**src/rtl/i8wmva_pkg.sv**
```systemverilog
// Package for the int8-weight matrix-vector accumulator core.
// Holds item types, controller states and the controller/datapath interface.
// No dependencies.
`default_nettype none

package i8wmva_pkg;

  localparam int LANES  = 8;
  localparam int LANE_W = 3;
  localparam int ACC_W  = 40;
  localparam int SCALE_W = 16;
  localparam int ACT_W  = 16;
  localparam int WT_W   = 8;
  localparam int PROD_W = ACT_W + WT_W;
  localparam int SUM_W  = 32;

  // Low and high slices of an accumulator for the two scale partial products.
  localparam int LO_W   = 24;
  localparam int HI_W   = ACC_W - LO_W;
  localparam int LO_P_W = LO_W + SCALE_W;
  localparam int HI_P_W = HI_W + SCALE_W + 1;
  localparam int FULL_W = HI_P_W + LO_W;
  localparam int SHIFT  = 16;

  localparam logic [LANE_W-1:0] LAST_LANE = LANE_W'(LANES - 1);

  typedef struct packed {
    logic signed [ACT_W-1:0] activation;
    logic [63:0]             lane_weights;
    logic                    end_of_dot;
  } in_item_t;

  typedef struct packed {
    logic signed [SUM_W-1:0] sum_value;
    logic [LANE_W-1:0]       lane_index;
    logic                    last_lane;
  } out_item_t;

  typedef enum logic [1:0] {
    ST_ACC,
    ST_MUL,
    ST_SUM
  } state_t;

  typedef struct packed {
    logic              acc_en;
    logic              mul_en;
    logic              load_out;
    logic              clear;
    logic [LANE_W-1:0] lane;
  } dp_cmd_t;

  typedef struct packed {
    logic out_free;
  } dp_status_t;

endpackage

`default_nettype wire

```
**src/rtl/i8wmva_ctrl.sv**
```systemverilog
// Controller for the int8-weight matrix-vector accumulator core.
// Sequences accumulation and the per-lane drain; depends on i8wmva_pkg.
`default_nettype none

module i8wmva_ctrl (
  input  wire logic                   clk,
  input  wire logic                   rst_n,
  input  wire logic                   in_valid,
  input  wire logic                   in_end,
  output logic                        in_stall,
  input  wire i8wmva_pkg::dp_status_t status,
  output i8wmva_pkg::dp_cmd_t         cmd
);
  import i8wmva_pkg::*;

  state_t            state_r, state_nxt;
  logic [LANE_W-1:0] lane_r, lane_nxt;
  logic              in_take;

  always_ff @(posedge clk) begin
    if (!rst_n) begin
      state_r <= ST_ACC;
      lane_r  <= '0;
    end else begin
      state_r <= state_nxt;
      lane_r  <= lane_nxt;
    end
  end

  always_comb begin
    state_nxt    = state_r;
    lane_nxt     = lane_r;
    in_stall     = 1'b1;
    in_take      = 1'b0;
    cmd.acc_en   = 1'b0;
    cmd.mul_en   = 1'b0;
    cmd.load_out = 1'b0;
    cmd.clear    = 1'b0;
    cmd.lane     = lane_r;
    case (state_r)
      ST_ACC: begin
        in_stall   = 1'b0;
        in_take    = in_valid;
        cmd.acc_en = in_take;
        if (in_take && in_end) begin
          state_nxt = ST_MUL;
          lane_nxt  = '0;
        end
      end
      ST_MUL: begin
        cmd.mul_en = 1'b1;
        state_nxt  = ST_SUM;
      end
      ST_SUM: begin
        if (status.out_free) begin
          cmd.load_out = 1'b1;
          if (lane_r == LAST_LANE) begin
            cmd.clear = 1'b1;
            state_nxt = ST_ACC;
          end else begin
            lane_nxt  = lane_r + 1'b1;
            state_nxt = ST_MUL;
          end
        end
      end
      default: begin
        state_nxt = ST_ACC;
      end
    endcase
  end

endmodule

`default_nettype wire

```
**config.mk**
```make
export PLATFORM = sky130hd
export DESIGN_NAME = i8wmva_ctrl
export DESIGN_NICKNAME = d
export VERILOG_FILES = /design/src/rtl/i8wmva_pkg.sv /design/src/rtl/i8wmva_ctrl.sv
export SDC_FILE = /design/constraint.sdc
export NUM_CORES = 1
export LEC_CHECK = 0
export BUFFER_PORTS_ARGS = -buffer_cell sky130_fd_sc_hd__buf_2
export CORE_AREA = 2 2 39 41
export DETAILED_ROUTE_END_ITERATION = 10
export DIE_AREA = 0 0 41 43
export GPL_TIMING_DRIVEN = 0
export PLACE_DENSITY = 0.45
export SYNTH_ARGS = -nofsm -noshare
export SYNTH_HDL_FRONTEND = slang
export SYNTH_SLANG_ARGS = --single-unit
```
**constraint.sdc**
```tcl
create_clock -name clk -period 2.9 [get_ports clk]
set_input_delay 0.29 -clock clk [delete_from_list [all_inputs] [get_ports clk]]
set_output_delay 0.29 -clock clk [all_outputs]
set_load 0.05 [all_outputs]
```
* Word level (Yosys, flattened, before mapping)
Index checks and enable logic that the tools add are counted.
** Operators by class
- Muxes and demuxes :: 14
- Eq/ne operators :: 6
- Reduce and logical (&&, ||, !) cells :: 5
- $add $sub $neg :: 1
** Operators by type and width (number)
- 3-bit two-way mux :: 3
- 2-bit two-way mux :: 4
- 2-bit inequality test (second input constant) :: 3
- 2-bit case mux with 3 select lines :: 1
- 3-bit case mux with 2 select lines :: 1
- 1-bit two-way mux :: 5
- 4-bit AND reduction :: 1
- 3-bit by 1-bit adder with 3-bit output (second input constant) :: 1
- 3-bit == test (second input constant) :: 1
- 2-bit by 1-bit == test with 1-bit output (second input constant) :: 1
- 2-bit == test (second input constant) :: 1
- 2-bit logical NOT :: 1
- 2-bit AND reduction :: 1
- 2-bit nonzero test :: 1
- 1-bit logical AND :: 1
** Storage, ports and cells
- Output and inout bits :: 8
- Input bits :: 5
- Flip-flop bits (word level) :: 5
- Word-level logic and storage cells :: 28

* Logic depth before layout (Yosys ltp)
- Depth after elaboration :: 4
- Depth in mapped cells :: 5
- Gate-level depth less buffers :: 5

* Worst setup path before layout
Ideal clock, no wire load.
- Kind :: register to output
- Start :: reg lane_r[0]
- End :: out cmd[3] (netlist name)
- Buffers on the path :: 0
- Stages on the path, launching flop included :: 4
- Setup slack :: 1107 ps
- Arrival time :: 1503 ps
- Required time :: 2610 ps
- Cells stage by stage :: dfxtp_1 > ha_1 > ha_1 > and2_1
** RTL lines
- from (decl) :: line i8wmva_ctrl.sv:17 : logic [LANE_W-1:0] lane_r, lane_nxt;
- from (signal assigned) :: line i8wmva_ctrl.sv:26 : lane_r <= lane_nxt;
- to (decl) :: line i8wmva_ctrl.sv:12 : output i8wmva_pkg::dp_cmd_t cmd

==> out/metrics.cfg <==
[placement]
numPlacedInstances = 57
detailed_place_hpwl_um = 427.9
detailedPlace.worstSlack_ps = 1383
io_buffer_count = 12
dpl_cell_area_um2 = 354.1
gpl.final_weighted_congestion = 0.6057

[clock_network]
cts_inserted_buffers = 3
clk_path_buf_depth = 2
clock-root-buffer = sky130_fd_sc_hd__clkbuf_4
ctsHtreeMaxLevel = 1
cts_setup_buffers = 0
ctsHoldBuffers = 0
clk-insertion-delay-late_ps = 240
tritoncts = yes
number_of_gates_resized_after_cts = 0
path_clk_slew_ps = 40
clock_sink_count = 5

[timing]
rsz0062_at_grt = no
setup-tns-final_ps = 0
post-route-min-period_ps = 1636
report.final.setup_viol = 0
fin_skew_ps = 4.556
report.final.slew_viol_count = 0
worst_hold_slack_ps = 337.7
achievable-frequency_mhz = 611.1
final.setup.worst_slack_ps = 1264
fin_crit_sh_pct = 56.43
hold_viol = 0
slew-limit-headroom_pct = 83.17
tightest_slew_ps = 254.1

[cells_and_area]
layoutNonFillerInstCount = 61
areaGrowthSynthToFinish_pct = 38.81
drive_gt1_share_pct = 46.67
final_util_pct = 27.49
final_nets = 53
antenna_cells = 0
stdcell_area_um2 = 380.4
layout.filler_cells = 154

[die]
coreArea_um2 = 1384
floorplan.die.width_um = 41
die-height_um = 43
num_io_pins = 13
initial_core_util_pct = 19.80
placementRows = 14
dieArea_um2 = 1763

[setup_path]
critical_path.most_common_cell = sky130_fd_sc_hd__ha_1
critical-path-max-stage-delay_ps = 410
worst_path_arrival_ps = 1350
critical_path.max_fanout = 4
crit_type = register to output port
crit_path_start_kind = register
crit_required_ps = 2610
timing.reg2reg.worst_path_depth = 5
crit_path_end_kind = output port
r2r_setup_slack_ps = 1390
worst_reg2reg_path_startpoint = lane_r[0]$_SDFFE_PN0P_
worstPathCellList = ha_1 > ha_1 > and2_1 > buf_2
critical-path-slowest-cell = sky130_fd_sc_hd__dfxtp_1
reg_to_reg_critical_path_endpoint = lane_r[0]$_SDFFE_PN0P_

[synth]
yosys.area.top_type = sky130_fd_sc_hd__dfxtp_1
synthTopCellsByArea = sky130_fd_sc_hd__dfxtp_1 37%, sky130_fd_sc_hd__ha_1 9.1%, sky130_fd_sc_hd__nand2_1 6.8%, sky130_fd_sc_hd__nor2b_4 5.0%, sky130_fd_sc_hd__a211oi_2 4.6%
yosysSeqAreaShare_pct = 36.53
total_nets_after_synthesis = 36
synthArstFlopShare_pct = 0
ys_warn_count = 0
yosys_register_bits = 5
commonest_cells_in_the_synthesized_netlist = 5 x sky130_fd_sc_hd__dfxtp_1, 5 x sky130_fd_sc_hd__nand2_1
syn_area_per_cell_um2 = 9.449
synth_largest_type_area_fraction_pct = 36.53
synth-edff-count = 0
netlist_instances = 29
netlist_area_um2 = 274.0
synth-main-ff-cell = sky130_fd_sc_hd__dfxtp_1
ys_types = 17

[pwr]
cellInternalPower_uw = 134.4
swShare_pct = 28.31
power_frac_clock_pct = 42.8
p_total_uw = 187.4
cellPowerDensity_nw_per_um2 = 492.7
comb_power_share_pct = 18.4
static-leakage-power_nw = 0.2020
seq_power_share_pct = 38.9
ir_worst_vdd_mv = 0.2955
p_switching_uw = 53.06

[route]
first_pass_iters = 1
drc = 0
ant_nets = 0
vias = 239
avgViaCountPerCell = 3.918
detail_route.iter0.violations = 0
postRouteWirelength_um = 526
routedWlPerCell_um = 8.623

[global_routing]
grt_start_max_net_pins = 8
grt_pass1_wl_um = 883
grt_remaining_overflow = 0
grt_antenna_before_repair = 0
first_global_vias = 208
groute.usage.overall_pct = 8.157

[min_path]
min_delay_worst_endpoint = lane_r[0]$_SDFFE_PN0P_
hp-start = rst_n
hold_depth = 3
hold_class = primary input to register

[flow_run]
number_of_max_capacitance_violations_reported = 0

[outcome]
outcome = completed

==> power groups by stage <==
| stage | Clock (mW) | Combinational, mW | Sequential (mW) |
|---|---|---|---|
| floorplan | 0 | 0.0246 | 0.0752 |
| global placement | 0 | 0.0347 | 0.0742 |
| detailed placement | 0 | 0.0350 | 0.0741 |
| CTS | 0.0844 | 0.0350 | 0.0728 |
| global route | 0.0914 | 0.0371 | 0.0731 |
| finish | 0.0801 | 0.0345 | 0.0728 |
==> cell families (layout without fill, tap and decap cells) <==
family | Yosys count | after routing | share of synthesized area, %
buffers and inverters | 3 | 19 | 5.481
and+or+nand+nor | 14 | 14 | 33.79
adders and majority gates | 2 | 2 | 9.131
AOI/OAI and AO/OA | 5 | 5 | 15.07
DFF | 5 | 5 | 36.53
==> critical path: cells and delay by family, from the launching register on <==
kind                       cells  cell delay (ps)
adders and majority gates      2              330
buffers and inverters          1              250
and+or+nand+nor                1              110
DFF                            1              410
==> how the worst max path moves through the flow <==
stage | from | endpoint | cells past startpoint
2_1_floorplan | lane_r[0]$_SDFFE_PN0P_ | cmd[3] | 3
6_report | lane_r[0]$_SDFFE_PN0P_ | cmd[3] | 4
3_5_place_dp | lane_r[0]$_SDFFE_PN0P_ | lane_r[0]$_SDFFE_PN0P_ | 5
5_1_grt | lane_r[0]$_SDFFE_PN0P_ | cmd[3] | 4
3_3_place_gp | lane_r[0]$_SDFFE_PN0P_ | lane_r[0]$_SDFFE_PN0P_ | 5
4_1_cts | lane_r[0]$_SDFFE_PN0P_ | cmd[3] | 4
==> layout by cell type (no fill, tap or decap) <==
cell type | netlist | layout
sky130_fd_sc_hd__ha_1 | 2 | 2
sky130_fd_sc_hd__and3b_2 | 1 | 1
sky130_fd_sc_hd__buf_4 | 1 | 1
sky130_fd_sc_hd__nand4bb_1 | 1 | 1
sky130_fd_sc_hd__nor2b_1 | 1 | 1
sky130_fd_sc_hd__nor3b_1 | 1 | 1
sky130_fd_sc_hd__nor2_1 | 1 | 1
sky130_fd_sc_hd__a211oi_2 | 1 | 1
sky130_fd_sc_hd__and2_1 | 2 | 2
sky130_fd_sc_hd__o22ai_1 | 2 | 2
sky130_fd_sc_hd__clkbuf_1 | 0 | 1
sky130_fd_sc_hd__buf_2 | 0 | 12
sky130_fd_sc_hd__clkbuf_4 | 0 | 3
sky130_fd_sc_hd__nand2_1 | 5 | 5
sky130_fd_sc_hd__o21a_1 | 1 | 1
sky130_fd_sc_hd__inv_1 | 2 | 2
sky130_fd_sc_hd__o21ai_2 | 1 | 1
sky130_fd_sc_hd__nor2b_4 | 1 | 1
sky130_fd_sc_hd__dfxtp_1 | 5 | 5
sky130_fd_sc_hd__or2_4 | 1 | 1
==> registers in the layout (all words and copies together), names as in the netlist <==
name and cells:
lane_r 3, state_r 2
==> routing by layer <==
metal / vias up / global-route usage [%] / wire, um
met2: 12 / 10.31 / 217
met4: 0 / 4.000 / 0
met3: 0 / 7.330 / 62
li1: 131 / - / -
met1: 96 / 9.091 / 246
met5: - / 0 / 0
==> cell type report <==
type / instances / area (um2) / area share [%]
tap: 16 / 20.02 / 5.263
multi-input combinational: 21 / 158.9 / 41.78
clock buffer: 4 / 26.28 / 6.908
sequential: 5 / 100.1 / 26.32
buffer: 1 / 7.507 / 1.974
timing repair buffer: 12 / 60.06 / 15.79
inverter: 2 / 7.507 / 1.974
No activity file was read; power rests on OpenSTA's default activity.
